### src/rtl/lcab_pkg.sv
// Shared types and constants for the lowest-common-ancestor block.
// Used by the sequencer and the top level; depends on nothing.
package lcab_pkg;

  // Input field widths of one transaction.
  localparam int NODE_W  = 8;
  localparam int DEPTH_W = 8;
  localparam int ACT_W   = 2;

  // Last bit position of a depth difference.
  localparam logic [2:0] DIFF_BIT_LAST = 3'(DEPTH_W - 1);

  // Action codes carried in the input tuser.
  localparam logic [ACT_W-1:0] ACT_LOAD  = 2'd0;
  localparam logic [ACT_W-1:0] ACT_BUILD = 2'd1;
  localparam logic [ACT_W-1:0] ACT_QUERY = 2'd2;

  // Result handed from the sequencer to the output register.
  typedef struct packed {
    logic              valid;
    logic              answer_valid;
    logic [NODE_W-1:0] common_ancestor;
  } res_t;

endpackage

### src/rtl/lcab_engine.sv
// Sequencer for load, build and query transactions over the two RAMs.
// Depends on lcab_pkg; the RAMs themselves sit in the top level.
module lcab_engine #(
  parameter int NODE_COUNT  = 256,
  parameter int LEVEL_COUNT = 8,
  localparam int NW = $clog2(NODE_COUNT),
  localparam int LW = $clog2(LEVEL_COUNT)
) (
  input  logic                             clk,
  input  logic                             rst,
  input  logic                             in_valid,
  output logic                             in_ready,
  input  logic [lcab_pkg::ACT_W-1:0]       action,
  input  logic [NW-1:0]                    first_node,
  input  logic [NW-1:0]                    second_node,
  input  logic [NW-1:0]                    parent_node,
  input  logic [lcab_pkg::DEPTH_W-1:0]     node_depth,
  output logic                             tbl_we,
  output logic [NW+LW-1:0]                 tbl_waddr,
  output logic [NW-1:0]                    tbl_wdata,
  output logic [NW+LW-1:0]                 tbl_raddr,
  input  logic [NW-1:0]                    tbl_rdata,
  output logic                             dep_we,
  output logic [NW-1:0]                    dep_waddr,
  output logic [lcab_pkg::DEPTH_W-1:0]     dep_wdata,
  output logic [NW-1:0]                    dep_raddr,
  input  logic [lcab_pkg::DEPTH_W-1:0]     dep_rdata,
  output lcab_pkg::res_t                   res,
  input  logic                             res_ready
);

  typedef enum logic [11:0] {
    ST_IDLE      = 12'b0000_0000_0001,
    ST_DEP_A     = 12'b0000_0000_0010,
    ST_DEP_B     = 12'b0000_0000_0100,
    ST_LIFT_SEL  = 12'b0000_0000_1000,
    ST_LIFT_WAIT = 12'b0000_0001_0000,
    ST_WALK_CHK  = 12'b0000_0010_0000,
    ST_WALK_A    = 12'b0000_0100_0000,
    ST_WALK_B    = 12'b0000_1000_0000,
    ST_BUILD_RD1 = 12'b0001_0000_0000,
    ST_BUILD_RD2 = 12'b0010_0000_0000,
    ST_BUILD_WR  = 12'b0100_0000_0000,
    ST_FIN       = 12'b1000_0000_0000
  } state_t;

  state_t                        state;
  logic [NW-1:0]                 node_a;
  logic [NW-1:0]                 node_b;
  logic [lcab_pkg::DEPTH_W-1:0]  depth_a;
  logic [lcab_pkg::DEPTH_W-1:0]  diff;
  logic [2:0]                    bit_pos;
  logic [lcab_pkg::DEPTH_W-1:0]  reps;
  logic [NW:0]                   steps;
  logic [NW-1:0]                 build_node;
  logic [LW-1:0]                 build_level;
  logic                          rd_zero;
  logic                          dep_zero;
  logic [lcab_pkg::NODE_W-1:0]   answer;
  logic                          answer_valid;

  logic [NW-1:0]                 tbl_rnode;
  logic [LW-1:0]                 tbl_rlevel;
  logic [LW-1:0]                 lift_level;
  logic [NW-1:0]                 tbl_q;
  logic [lcab_pkg::DEPTH_W-1:0]  dep_q;
  logic [lcab_pkg::DEPTH_W-1:0]  rep_count;

  // Node 0 is the sentinel: its depth and all its ancestors read as zero.
  assign tbl_q = rd_zero ? '0 : tbl_rdata;
  assign dep_q = dep_zero ? '0 : dep_rdata;

  assign in_ready  = (state == ST_IDLE);
  assign tbl_raddr = {tbl_rnode, tbl_rlevel};

  assign res.valid           = (state == ST_FIN);
  assign res.answer_valid    = answer_valid;
  assign res.common_ancestor = answer;

  // Level used for a lift, and how many lifts one difference bit costs.
  // Bits beyond the table are applied as repeated lifts through the top level.
  always_comb begin
    if (int'(bit_pos) < LEVEL_COUNT) begin
      lift_level = LW'(bit_pos);
      rep_count  = 8'd1;
    end else begin
      lift_level = LW'(LEVEL_COUNT - 1);
      rep_count  = 8'(8'd1 << (int'(bit_pos) - LEVEL_COUNT + 1));
    end
  end

  // Memory port addressing for each step of the sequence.
  always_comb begin
    tbl_rnode  = node_a;
    tbl_rlevel = '0;
    tbl_we     = 1'b0;
    tbl_waddr  = {first_node, LW'(0)};
    tbl_wdata  = parent_node;
    dep_we     = 1'b0;
    dep_waddr  = first_node;
    dep_wdata  = node_depth;
    dep_raddr  = first_node;
    case (state)
      ST_IDLE: begin
        if (in_valid && action == lcab_pkg::ACT_LOAD && first_node != '0) begin
          tbl_we = 1'b1;
          dep_we = 1'b1;
        end
      end
      ST_DEP_A: begin
        dep_raddr = node_b;
      end
      ST_LIFT_SEL: begin
        tbl_rnode  = node_a;
        tbl_rlevel = lift_level;
      end
      ST_LIFT_WAIT: begin
        tbl_rnode  = tbl_q;
        tbl_rlevel = lift_level;
      end
      ST_WALK_CHK: begin
        tbl_rnode = node_a;
      end
      ST_WALK_A: begin
        tbl_rnode = node_b;
      end
      ST_BUILD_RD1: begin
        tbl_rnode  = build_node;
        tbl_rlevel = LW'(build_level - LW'(1));
      end
      ST_BUILD_RD2: begin
        tbl_rnode  = tbl_q;
        tbl_rlevel = LW'(build_level - LW'(1));
      end
      ST_BUILD_WR: begin
        tbl_we    = 1'b1;
        tbl_waddr = {build_node, build_level};
        tbl_wdata = tbl_q;
      end
      default: begin
      end
    endcase
  end

  // Remember whether each read targets the sentinel node.
  always_ff @(posedge clk) begin
    rd_zero  <= (tbl_rnode == '0);
    dep_zero <= (dep_raddr == '0);
  end

  // Sequencer.
  always_ff @(posedge clk) begin
    if (rst) begin
      state <= ST_IDLE;
    end else begin
      case (state)
        ST_IDLE: begin
          if (in_valid) begin
            node_a       <= first_node;
            node_b       <= second_node;
            answer       <= '0;
            answer_valid <= 1'b0;
            build_node   <= NW'(1);
            build_level  <= LW'(1);
            case (action)
              lcab_pkg::ACT_BUILD: state <= ST_BUILD_RD1;
              lcab_pkg::ACT_QUERY: state <= ST_DEP_A;
              default:             state <= ST_FIN;
            endcase
          end
        end
        ST_DEP_A: begin
          depth_a <= dep_q;
          state   <= ST_DEP_B;
        end
        ST_DEP_B: begin
          // Keep the deeper node in node_a.
          if (depth_a < dep_q) begin
            node_a <= node_b;
            node_b <= node_a;
            diff   <= 8'(dep_q - depth_a);
          end else begin
            diff   <= 8'(depth_a - dep_q);
          end
          bit_pos <= '0;
          steps   <= '0;
          state   <= ST_LIFT_SEL;
        end
        ST_LIFT_SEL: begin
          if (diff[bit_pos]) begin
            reps  <= 8'(rep_count - 8'd1);
            state <= ST_LIFT_WAIT;
          end else if (bit_pos == lcab_pkg::DIFF_BIT_LAST) begin
            state <= ST_WALK_CHK;
          end else begin
            bit_pos <= 3'(bit_pos + 3'd1);
          end
        end
        ST_LIFT_WAIT: begin
          node_a <= tbl_q;
          if (reps != '0) begin
            reps <= 8'(reps - 8'd1);
          end else if (bit_pos == lcab_pkg::DIFF_BIT_LAST) begin
            state <= ST_WALK_CHK;
          end else begin
            bit_pos <= 3'(bit_pos + 3'd1);
            state   <= ST_LIFT_SEL;
          end
        end
        ST_WALK_CHK: begin
          // Stop when the two meet, or give up on a tree that never joins.
          if (node_a == node_b) begin
            answer       <= 8'(node_a);
            answer_valid <= 1'b1;
            state        <= ST_FIN;
          end else if (steps >= (NW+1)'(NODE_COUNT)) begin
            answer       <= '0;
            answer_valid <= 1'b1;
            state        <= ST_FIN;
          end else begin
            state <= ST_WALK_A;
          end
        end
        ST_WALK_A: begin
          node_a <= tbl_q;
          state  <= ST_WALK_B;
        end
        ST_WALK_B: begin
          node_b <= tbl_q;
          steps  <= (NW+1)'(steps + 1'b1);
          state  <= ST_WALK_CHK;
        end
        ST_BUILD_RD1: begin
          state <= ST_BUILD_RD2;
        end
        ST_BUILD_RD2: begin
          state <= ST_BUILD_WR;
        end
        ST_BUILD_WR: begin
          // Sweep nodes 1 .. NODE_COUNT-1 within each level, levels in order.
          if (build_node == NW'(NODE_COUNT - 1)) begin
            build_node <= NW'(1);
            if (build_level == LW'(LEVEL_COUNT - 1)) begin
              state <= ST_FIN;
            end else begin
              build_level <= LW'(build_level + LW'(1));
              state       <= ST_BUILD_RD1;
            end
          end else begin
            build_node <= NW'(build_node + NW'(1));
            state      <= ST_BUILD_RD1;
          end
        end
        ST_FIN: begin
          if (res_ready) begin
            state <= ST_IDLE;
          end
        end
        default: begin
          state <= ST_IDLE;
        end
      endcase
    end
  end

endmodule

### config.mk
export PLATFORM = sky130hd
export DESIGN_NAME = lcab_engine
export DESIGN_NICKNAME = d
export VERILOG_FILES = /design/src/rtl/lcab_pkg.sv /design/src/rtl/lcab_engine.sv
export SDC_FILE = /design/constraint.sdc
export NUM_CORES = 1
export LEC_CHECK = 0
export CORE_UTILIZATION = 30
export DETAILED_ROUTE_END_ITERATION = 16
export DONT_BUFFER_PORTS = 1
export SLEW_MARGIN = 25
export SYNTH_ARGS = -nofsm -noshare
export SYNTH_HDL_FRONTEND = slang
export SYNTH_SLANG_ARGS = --single-unit
### constraint.sdc
create_clock -name clk -period 3.7 [get_ports clk]
set_clock_uncertainty 0.1 [all_clocks]
set_input_delay 0.185 -clock clk [delete_from_list [all_inputs] [get_ports clk]]
set_output_delay 0.185 -clock clk [all_outputs]
set_load 0.01 [all_outputs]
Word-level counts from Yosys, hierarchy flattened --
Index checks and enable logic that the tools add are counted.
Cells by class: $add $sub $neg 8, magnitude comparators 3, bitwise operators 1, multiplexer cells 54, reduce and logical (&&, ||, !) cells 29, eq/ne operators 29
Operators with widths (count):
- 12-bit case mux with 12 select lines | 1
- 8-bit two-way mux | 16
- 12-bit two-way mux | 9
- 8-bit case mux with 3 select lines | 3
- 8-bit case mux with 2 select lines | 3
- 12-bit case mux with 2 select lines | 1
- 4-bit AND reduction | 6
- 3-bit two-way mux | 6
- 9-bit case mux with 2 select lines | 1
- 8-bit logical NOT | 2
- 2-bit inequality test, second input constant | 8
- 8-bit nonzero test | 2
- 8-bit subtractor | 2
- 12-bit by 1-bit equality test with 1-bit output, second input constant | 1
- 12-bit by 10-bit equality test with 1-bit output, second input constant | 1
- 12-bit by 11-bit equality test with 1-bit output, second input constant | 1
- 12-bit equality test, second input constant | 1
- 12-bit by 2-bit equality test with 1-bit output, second input constant | 1
- 12-bit by 3-bit equality test with 1-bit output, second input constant | 1
- 12-bit by 4-bit equality test with 1-bit output, second input constant | 1
- 12-bit by 5-bit equality test with 1-bit output, second input constant | 1
- 12-bit by 6-bit equality test with 1-bit output, second input constant | 1
- 12-bit by 7-bit equality test with 1-bit output, second input constant | 1
- 12-bit by 8-bit equality test with 1-bit output, second input constant | 1
- other kinds (32) | 53
Word-level totals: output and inout port bits 67, logic and storage cells 138, bits of input ports 54, flip-flop bits (word level) 86

Depth between registers and ports, before layout --
Gate-level depths: netlist of the first run.
depth in word-level cells 5, depth in mapped cells 10, mapped depth without buffers 10

Least setup slack after synthesis of the first run --
OpenSTA, ideal clock, no wires.
kind register -> register, start point reg state[10], end point reg answer[0] (netlist bit) (enable), setup slack 179 ps, buffers on the path 1, arrival 2994 ps, required time 3173 ps, stages on the path, launching flop included 6, path through dfxtp_1 -> clkbuf_1 -> nor3_2 -> nand3_1 -> or3b_1 -> a2111oi_0
Between the ends: cells in the longest elaborated chain, start to end 3, elaborated cells between the ends (all ways) 6, those cells by class 4 x eq/ne; 2 x reduce/logical
Ends and longest elaborated chain:
- from (decl) | line lcab_engine.sv:47 | state_t state;
- from (signal assigned) | line lcab_engine.sv:154 | state <= ST_IDLE;
- from (signal assigned) | line lcab_engine.sv:166 | lcab_pkg::ACT_BUILD: state <= ST_BUILD_RD1;
- from (signal assigned) | line lcab_engine.sv:167 | lcab_pkg::ACT_QUERY: state <= ST_DEP_A;
- 12-bit by 6-bit equality test with 1-bit output / 12-bit by 1-bit equality test with 1-bit output (equally long branches) | line lcab_engine.sv:156 | case (state)
- 3-bit inequality test (no source line) (tied with other cells)
- 4-bit AND reduction (no source line) (*)
- to (signal assigned) | line lcab_engine.sv:213 | answer <= 8'(node_a);
- to (decl) | line lcab_engine.sv:59 | logic [lcab_pkg::NODE_W-1:0] answer;
Mark *: on every way between the ends. The rest lies on a longest branch, timed or not. A chain may end at the register's enable or synchronous reset.

Final worst setup path of the first run --
start point reg state[8], end point out tbl_wdata[5]
Between the ends: cells in the longest elaborated chain, start to end 2
Ends and longest elaborated chain:
- 12-bit by 11-bit equality test with 1-bit output | line lcab_engine.sv:103 | case (state)
- 8-bit two-way mux | line lcab_engine.sv:103
- to (decl) | line lcab_engine.sv:20 | output logic [NW-1:0] tbl_wdata,
Every way passes these cells.

==> impl_metrics.env, run 1 <==
export IMPL_status="finished clean"
export IMPL_rrSetupSlack_ns=0.67
export IMPL_grt_ovfl_total=0
export IMPL_start_util=0.310
export IMPL_h_tree_depth=3
export IMPL_fin_tns_setup_ns=0
export IMPL_antenna_found_initial=1
export IMPL_start_kind="register"
export IMPL_hold_path_class="in2reg"
export IMPL_p_leak_nw=2.43
export IMPL_numCtsBuffers=9
export IMPL_dp_hpwl_um=11600
export IMPL_portBuffers=0
export IMPL_route_vias_total=4512
export IMPL_max_slew_worst_pin_slew_ns=0.802
export IMPL_final_cells=880
export IMPL_setup_viol=0
export IMPL_rsz0062_at_grt="false"
export IMPL_synthFlopType="edfxtp_1"
export IMPL_clock_sinks=86
export IMPL_cellPowerDensity_nw_per_um2=381
export IMPL_drtIter0Drc=313
export IMPL_synthArstFlopShare=0
export IMPL_max_freq_mhz=324
export IMPL_cts_repair_resized=0
export IMPL_grt_pass1_vias=4303
export IMPL_setup_worst_path_end_class="primary output"
export IMPL_ys_ff_latch=86
export IMPL_grt_max_degree=25
export IMPL_slew_viol_final=0
export IMPL_nets=698
export IMPL_first_pass_iters=5
export IMPL_drive_gt1_frac=0.110
export IMPL_clk_pin_slew_ns=0.06
export IMPL_drt_wl_total_um=15300
export IMPL_clk_path_buf_depth=2
export IMPL_grt_pass1_wl_um=23700
export IMPL_place_congestion=0.869
export IMPL_wire_per_inst_um=17.4
export IMPL_die_h_um=142
export IMPL_die_area_um2=20100
export IMPL_synth_enable_flop_cells=72
export IMPL_vdd_ir_drop_worst_uv=251
export IMPL_io_pins=121
export IMPL_dp_cells=840
export IMPL_syn_area_per_cell_um2=9.67
export IMPL_finalHoldViolCount=0
export IMPL_cts_tree="done"
export IMPL_track_usage=0.156
export IMPL_synth_distinct_cells=66
export IMPL_critPathKind="reg2out"
export IMPL_vias_per_cell=5.13
export IMPL_rows=50
export IMPL_cp_arrival_ns=2.81
export IMPL_path_max_fanout=24
export IMPL_drc=0
export IMPL_worstPathRequired_ns=3.41
export IMPL_core_area_um2=18900
export IMPL_fin_crit_ns=3.09
export IMPL_fin_crit_sh=0.835
export IMPL_area_delta_synth_final_pct=12.3
export IMPL_die_w_um=142
export IMPL_drv_cap=0
export IMPL_ant_nets=0
export IMPL_clk_insertion_delay_late_ns=0.35
export IMPL_postSynthCellCount=606
export IMPL_syn_num_nets=689
export IMPL_diodes=0
export IMPL_clockRootBuffer="clkbuf_16"
export IMPL_relSlewSlack=0.461
export IMPL_ys_warn_count=0
export IMPL_ys_seq_area_frac=0.417
export IMPL_syn_area_um2=5860
-- per-stage QoR --
step	total power [mW]	util	hold slack (ns)	cell area, µm²	setup WS [ns]
finish	2.51	0.348	0.0152	6580	0.610
global route	2.61	0.348	0.0309	6580	0.429
CTS	2.53	0.348	0.0104	6580	0.610
detailed placement	1.63	0.320	0.166	6050	0.722
global placement	1.63	0.320	0.162	6050	0.794
floorplan	1.53	-	0.246	5860	0.179
-- kinds of logic after synthesis --
family	Yosys count	share of synthesized area
mux	25	0.0504
compound gates	82	0.106
flops	86	0.417
buf+inv	74	0.0626
fa+ha+maj	29	0.0645
xor+xnor	37	0.0553
simple gates	273	0.244
-- cells in the mapped netlist (all sizes together) (3+ instances only) --
cell type  count  area (µm²)
mux2i          7        70.1
nor2          82         308
dfxtp         14         280
nor2b          7        43.8
nand4          4        25.0
nor3          15        80.1
o21ai         25         136
o22ai          5        37.5
and3           6        37.5
nor4b          5        56.3
inv           35         131
a221o          8        80.1
and2          15        93.8
nand2b        24         150
o2111a         8        98.9
nor3b          3        27.5
or3            7        48.8
o41ai          3        33.8
ha            27         338
or4            7        60.1
xnor2         17         149
xor2          20         175
a2111oi        5        50.0
edfxtp        72        2160
mux2          16         180
buf           22         171
nand2         60         230
a21oi         12        60.1
nor4          16         134
clkbuf        17        63.8
o211ai         6        45.0
nand3         14        70.1
-- critical path: stages (launching register included) --
cell and delay, ns:
dfxtp_1 0.39, nor4_4 0.43, nand3_1 0.23, or4b_2 0.90
o21ai_0 0.49
-- layout make-up --
cell class / instances / area (µm²)
fill: 1960 / 12300
multi-input combinational: 446 / 3060
sequential: 86 / 2440
timing repair buffer: 37 / 338
tap: 260 / 325
clock buffer: 9 / 225
inverter: 35 / 131
clock inverter: 7 / 57.6
-- report_power, final --
part / switching [mW] / internal [mW]
clock: 0.405 / 0.462
sequential: 0.0813 / 1.12
combinational: 0.264 / 0.169
-- registers in the layout, indices dropped and copies added, names as in the netlist --
name,cells
answer,8
build_node,8
answer_valid,1
node_b,8
rd_zero,1
steps,9
depth_a,8
state,12
dep_zero,1
node_a,8
diff,8
bit_pos,3
reps,8
build_level,3
-- what timing repair did --
item	CTS	global route
hold buffers	24	0
endpoints found under the hold margin	30	0
buffers inserted	0	0
-- metal layers --
layer  track usage  wire length (µm)  vias to the layer above
met5             0                13                        -
met4        0.0611               423                        2
met3        0.0533              1070                       30
met2         0.239              7010                      146
met1         0.202              6770                     2162
li1              -                 -                     2172
-- cell usage in the layout, fill, tap and decap left out, types with 3 or more instances in the layout --
cell,count
a21oi_1,12
a221o_1,8
and2_1,15
and3_1,6
buf_4,13
clkbuf_16,9
clkinvlp_4,3
dfxtp_1,14
dlygate4sd3_1,24
edfxtp_1,72
ha_1,27
inv_1,35
mux2_2,16
mux2i_1,7
nand2_1,58
nand2b_1,24
nand3_1,14
nand4_1,4
nor2_1,82
nor2b_1,7
nor3_1,14
nor4_1,12
nor4_2,3
nor4b_1,3
o2111a_1,7
o211ai_1,6
o21ai_0,24
o22ai_1,4
or3_1,6
or4_1,5
xnor2_1,17
xor2_1,20
-- path summary, 6_finish.rpt --
check,cells past startpoint,start,endpoint
max,4,state[8],tbl_wdata[5]
min,3,action[1],state[1]
max reg2reg,9,dep_zero,node_a[3]
min reg2reg,2,state[9],state[10]
Note: power is estimated with default switching activity, not from simulation.
==> run 2: changes to the inputs <==
- clock period: 3.7 -> 3.13 ns (I/O delays scaled with it)
==> run 2 against run 1 <==
Effect of this change:
- via count shrank 1.9%
- first-iteration DRC count shrank 19%
- sequential share of layout area shrank 0.69 points
- non-clock buffer count grew 10
- count of clock-buffer cells in the layout is the same
- worst setup slack lost 0.49 ns
- register-to-register slack lost 0.33 ns
- sequential power grew 17%
- critical endpoint is now tbl_wdata[0]
==> impl_metrics.env, run 2 (same netlist as run 1, synthesis figures left out) <==
export IMPL_status="finished clean"
export IMPL_setup_worst_path_end_class="primary output"
export IMPL_final_common_cell="nor2_1"
export IMPL_setup_viol=0
export IMPL_finalHoldViolCount=0
export IMPL_vdd_ir_drop_worst_uv=270
export IMPL_clock_sinks=86
export IMPL_seqPwrFrac=0.455
export IMPL_p_switching_uw=876
export IMPL_start_util=0.310
export IMPL_drc=0
export IMPL_grt_pass1_wl_um=22900
export IMPL_pwr_share_comb=0.172
export IMPL_drt_wl_total_um=14800
export IMPL_fin_crit_sh=0.961
export IMPL_place_congestion=0.878
export IMPL_vias_per_cell=4.97
export IMPL_total_power_mw=3.13
export IMPL_layout_common_cells="nor2_1 (82), edfxtp_1 (72), nand2_1 (58)"
export IMPL_cts_tree="done"
export IMPL_track_usage=0.150
export IMPL_die_w_um=142
export IMPL_grt_pass1_vias=4228
export IMPL_h_tree_depth=3
export IMPL_dp_worst_setup_slack_ns=0.361
export IMPL_switching_share=0.280
export IMPL_final_util=0.355
export IMPL_clockRootBuffer="clkbuf_16"
export IMPL_p_leak_nw=2.50
export IMPL_portBuffers=0
export IMPL_ant_nets=0
export IMPL_hold_path_class="in2reg"
export IMPL_route_vias_total=4427
export IMPL_whs_ns=0.0223
export IMPL_max_freq_mhz=333
export IMPL_reg_largest_list="state (12), steps (9)"
export IMPL_io_pins=121
export IMPL_area_delta_synth_final_pct=14.4
export IMPL_rsz0062_at_grt="true"
export IMPL_dp_cells=849
export IMPL_drv_cap=0
export IMPL_drtIter0Drc=255
export IMPL_final_cells=890
export IMPL_antenna_found_initial=0
export IMPL_clk_path_buf_depth=2
export IMPL_worstPathRequired_ns=2.87
export IMPL_die_area_um2=20100
export IMPL_first_pass_iters=5
export IMPL_cp_arrival_ns=2.75
export IMPL_grt_max_degree=20
export IMPL_grt_ovfl_total=0
export IMPL_crit_chain="nor4_4 -> nand3_1 -> or4b_2 -> buf_4 -> o21ai_0"
export IMPL_drive_gt1_frac=0.124
export IMPL_core_area_um2=18900
export IMPL_crit_slowest_cell="or4b_2"
export IMPL_regMostFlops="state"
export IMPL_critPathKind="reg2out"
export IMPL_postCtsSetupBuffers=0
export IMPL_pwr_share_clk=0.373
export IMPL_finalWorstSetupSlack_ns=0.123
export IMPL_max_slew_worst_pin_slew_ns=0.644
export IMPL_nets=708
export IMPL_clk_pin_slew_ns=0.06
export IMPL_rows=50
export IMPL_fin_crit_ns=3.01
export IMPL_wire_per_inst_um=16.6
export IMPL_largest_reg_flops=12
export IMPL_start_kind="register"
export IMPL_dp_hpwl_um=11600
export IMPL_cellPowerDensity_nw_per_um2=467
export IMPL_slew_viol_final=0
export IMPL_relSlewSlack=0.564
export IMPL_critPathMaxStageDelay_ns=0.75
export IMPL_path_max_fanout=19
export IMPL_diodes=0
export IMPL_clk_insertion_delay_late_ns=0.35
export IMPL_numCtsBuffers=9
export IMPL_p_int_mw=2.25
export IMPL_die_h_um=142
run 2: cell types whose count changed in the layout (fill, tap and decap cells not counted), sizes merged:
cell,before,now
dlygate4sd3,24,25
inv,37,35
bufinv,0,2
clkinvlp,3,1
clkinv,2,4
buf,13,22
run 2: path summary, 6_finish.rpt:
path                                   start  slack (ns)      endpoint  cells after the start
worst max-delay path                state[8]        0.12  tbl_wdata[0]                      5
worst min-delay path            dep_rdata[0]        0.02    depth_a[0]                      1
worst max register to register      state[8]        0.34     node_b[1]                      6
worst min register to register      state[9]        0.48     state[10]                      2
run 2: metrics by stage:
step	setup TNS [ns]	instance area [µm²]
detailed placement	0	6120
floorplan	0	5860
global placement	0	6120
finish	0	6700
CTS	0	6700
global route	-0.00796	6700
run 2: timing repair:
item | CTS | global route
gates resized for setup | 0 | 2
hold endpoints to repair | 32 | 0
endpoints found under the setup margin | 0 | 10
hold buffers | 25 | 0
run 2: per-layer routing:
| layer | track usage | vias to the layer above | share of wire | routed length [µm] |
|---|---|---|---|---|
| met1 | 0.200 | 2076 | 0.46 | 6850 |
| met3 | 0.0432 | 28 | 0.061 | 908 |
| met2 | 0.235 | 129 | 0.46 | 6770 |
| met5 | 0 | - | 0 | 0 |
| met4 | 0.0436 | 0 | 0.018 | 259 |
| li1 | - | 2194 | - | - |
run 2: critical path, delay by kind of cell (launching register included):
| kind | cells | cell delay, ns |
|---|---|---|
| AO/OA/AOI/OAI | 1 | 0.34 |
| buffers and inverters | 1 | 0.24 |
| flip-flops | 1 | 0.39 |
| AND/OR/NAND/NOR | 3 | 1.42 |
run 2: layout make-up:
type	count	area [µm²]
fillers	1944	12200
multi-input cells	446	3060
flip-flops and latches	86	2440
clock buffers	9	225
inverters	35	131
repair buffers	47	415
clock inverters	7	98.8
well taps	260	325
run 2: power groups by stage:
| stage | registers, mW | logic [mW] | clock network (mW) |
|---|---|---|---|
| floorplan | 1.41 | 0.401 | 0 |
| global placement | 1.45 | 0.509 | 0 |
| detailed placement | 1.44 | 0.508 | 0 |
| CTS | 1.42 | 0.538 | 1.19 |
| global route | 1.43 | 0.589 | 1.23 |
| finish | 1.42 | 0.538 | 1.17 |
==> run 3: changes to the inputs <==
- GPL_TIMING_DRIVEN: default -> 1
- clock period: 3.13 -> 3.6 ns (I/O delays scaled with it)
==> run 3 against run 2 <==
Effect of this change:
- sequential power fell by 13%
- highest routed layer unchanged
- total power fell by 15%
- critical path type unchanged
- die area did not move
- worst setup slack improved by 0.38 ns
- combinational power fell by 17%
- clock power fell by 18%
- utilization fell by 0.56 points
- final area fell by 1.6%
- register-to-register slack improved by 0.22 ns
- critical endpoint is now tbl_wdata[5]
- sequential share of layout area rose by 0.59 points
- count of clock-buffer cells in the layout did not move
==> impl_metrics.env, run 3 (same netlist as run 1, synthesis figures left out) <==
export IMPL_status="finished clean"
export IMPL_switching_share=0.293
export IMPL_clockRootBuffer="clkbuf_16"
export IMPL_grt_pass1_wl_um=23300
export IMPL_crit_slowest_cell="or4b_2"
export IMPL_ant_nets=0
export IMPL_pwr_share_comb=0.169
export IMPL_die_w_um=142
export IMPL_wire_per_inst_um=17.2
export IMPL_final_cells=879
export IMPL_critPathKind="reg2out"
export IMPL_vias_per_cell=5.13
export IMPL_clk_pin_slew_ns=0.07
export IMPL_rsz0062_at_grt="false"
export IMPL_start_kind="register"
export IMPL_fin_tns_setup_ns=0
export IMPL_path_max_fanout=24
export IMPL_seqPwrFrac=0.467
export IMPL_nets=697
export IMPL_critPathMaxStageDelay_ns=0.91
export IMPL_cts_tree="done"
export IMPL_r2r_start="dep_zero"
export IMPL_clk_insertion_delay_late_ns=0.36
export IMPL_p_switching_uw=779
export IMPL_cts_repair_resized=0
export IMPL_portBuffers=0
export IMPL_grt_max_degree=25
export IMPL_p_int_mw=1.88
export IMPL_numCtsBuffers=9
export IMPL_dp_hpwl_um=11500
export IMPL_finalHoldViolCount=0
export IMPL_place_congestion=0.876
export IMPL_regMostFlops="state"
export IMPL_placed_cell_area_um2=6040
export IMPL_layout_common_cells="nor2_1 (82), edfxtp_1 (72), nand2_1 (58)"
export IMPL_dp_cells=838
export IMPL_h_tree_depth=3
export IMPL_area_delta_synth_final_pct=12.6
export IMPL_start_util=0.310
export IMPL_drc=0
export IMPL_hp_start="dep_rdata[0]"
export IMPL_diodes=0
export IMPL_relSlewSlack=0.440
export IMPL_setup_worst_path_end_class="primary output"
export IMPL_drv_cap=0
export IMPL_fin_crit_ns=3.10
export IMPL_core_area_um2=18900
export IMPL_pwr_share_clk=0.364
export IMPL_setup_viol=0
export IMPL_clk_path_buf_depth=2
export IMPL_die_h_um=142
export IMPL_drtIter0Drc=317
export IMPL_largest_reg_flops=12
export IMPL_io_pins=121
export IMPL_fin_crit_sh=0.860
export IMPL_reg_largest_list="state (12), steps (9)"
export IMPL_finalWorstSetupSlack_ns=0.504
export IMPL_cp_arrival_ns=2.82
export IMPL_design_area_um2=6600
export IMPL_vdd_ir_drop_worst_uv=261
export IMPL_final_common_cell="nor2_1"
export IMPL_crit_chain="nor4_4 -> nand3_1 -> or4b_2 -> o21ai_0"
export IMPL_drt_wl_total_um=15200
export IMPL_dp_worst_setup_slack_ns=0.563
export IMPL_max_slew_worst_pin_slew_ns=0.833
export IMPL_cellPowerDensity_nw_per_um2=402
export IMPL_clock_sinks=86
export IMPL_die_area_um2=20100
export IMPL_track_usage=0.152
export IMPL_rrSetupSlack_ns=0.56
export IMPL_max_freq_mhz=323
export IMPL_grt_ovfl_total=0
export IMPL_critPathLaunch="state[9]"
export IMPL_drive_gt1_frac=0.107
export IMPL_worstPathRequired_ns=3.32
export IMPL_first_pass_iters=5
export IMPL_antenna_found_initial=0
export IMPL_rows=50
export IMPL_fillers=1966
export IMPL_p_leak_nw=2.44
export IMPL_hold_path_class="in2reg"
export IMPL_grt_pass1_vias=4231
export IMPL_route_vias_total=4506
export IMPL_slew_viol_final=0
==> run 3: stage by stage <==
step / power (mW) / hold WS [ns] / utilization
floorplan: 1.57 / 0.241 / -
global placement: 1.68 / 0.159 / 0.320
detailed placement: 1.68 / 0.160 / 0.320
CTS: 2.67 / 0.0286 / 0.349
global route: 2.76 / 0.0389 / 0.349
finish: 2.65 / 0.0424 / 0.349
==> run 3: layout make-up <==
class                           count  area, µm²  area share
Clock buffer                        9        225      0.0341
Clock inverter                      7       80.1      0.0121
Inverter                           35        131      0.0199
Multi-Input combinational cell    446       3060       0.464
Sequential cell                    86       2440       0.370
Tap cell                          260        325      0.0493
Timing Repair Buffer               36        333      0.0505
==> run 3: path summary, 6_finish.rpt <==
path | cells after the start | to
min | 1 | depth_a[0]
max reg2reg | 9 | node_a[3]
min reg2reg | 2 | state[10]
max | 4 | tbl_wdata[5]
==> run 3: metal layers <==
metal	vias up	GRT usage	share of wire
li1	2172	-	-
met1	2147	0.192	0.44
met2	166	0.247	0.47
met3	21	0.0422	0.070
met4	0	0.0543	0.017
met5	-	0	0
==> run 3: timing repair <==
item,in CTS,in global routing
buffers inserted,0,0
hold endpoints to repair,31,0
hold buffers,25,0
==> run 3: critical path: cells and delay by family, from the launching register on <==
kind,cells,cell delay (ns)
AND/OR/NAND/NOR,3,1.56
AO/OA/AOI/OAI,1,0.47
flip-flops,1,0.42
==> run 3: power groups by stage <==
stage	combinational, mW	sequential, mW	clock, mW
4_1_cts	0.447	1.24	0.990
3_3_place_gp	0.417	1.26	0
3_5_place_dp	0.420	1.26	0
5_1_grt	0.492	1.25	1.02
6_report	0.449	1.24	0.965
2_1_floorplan	0.348	1.23	0
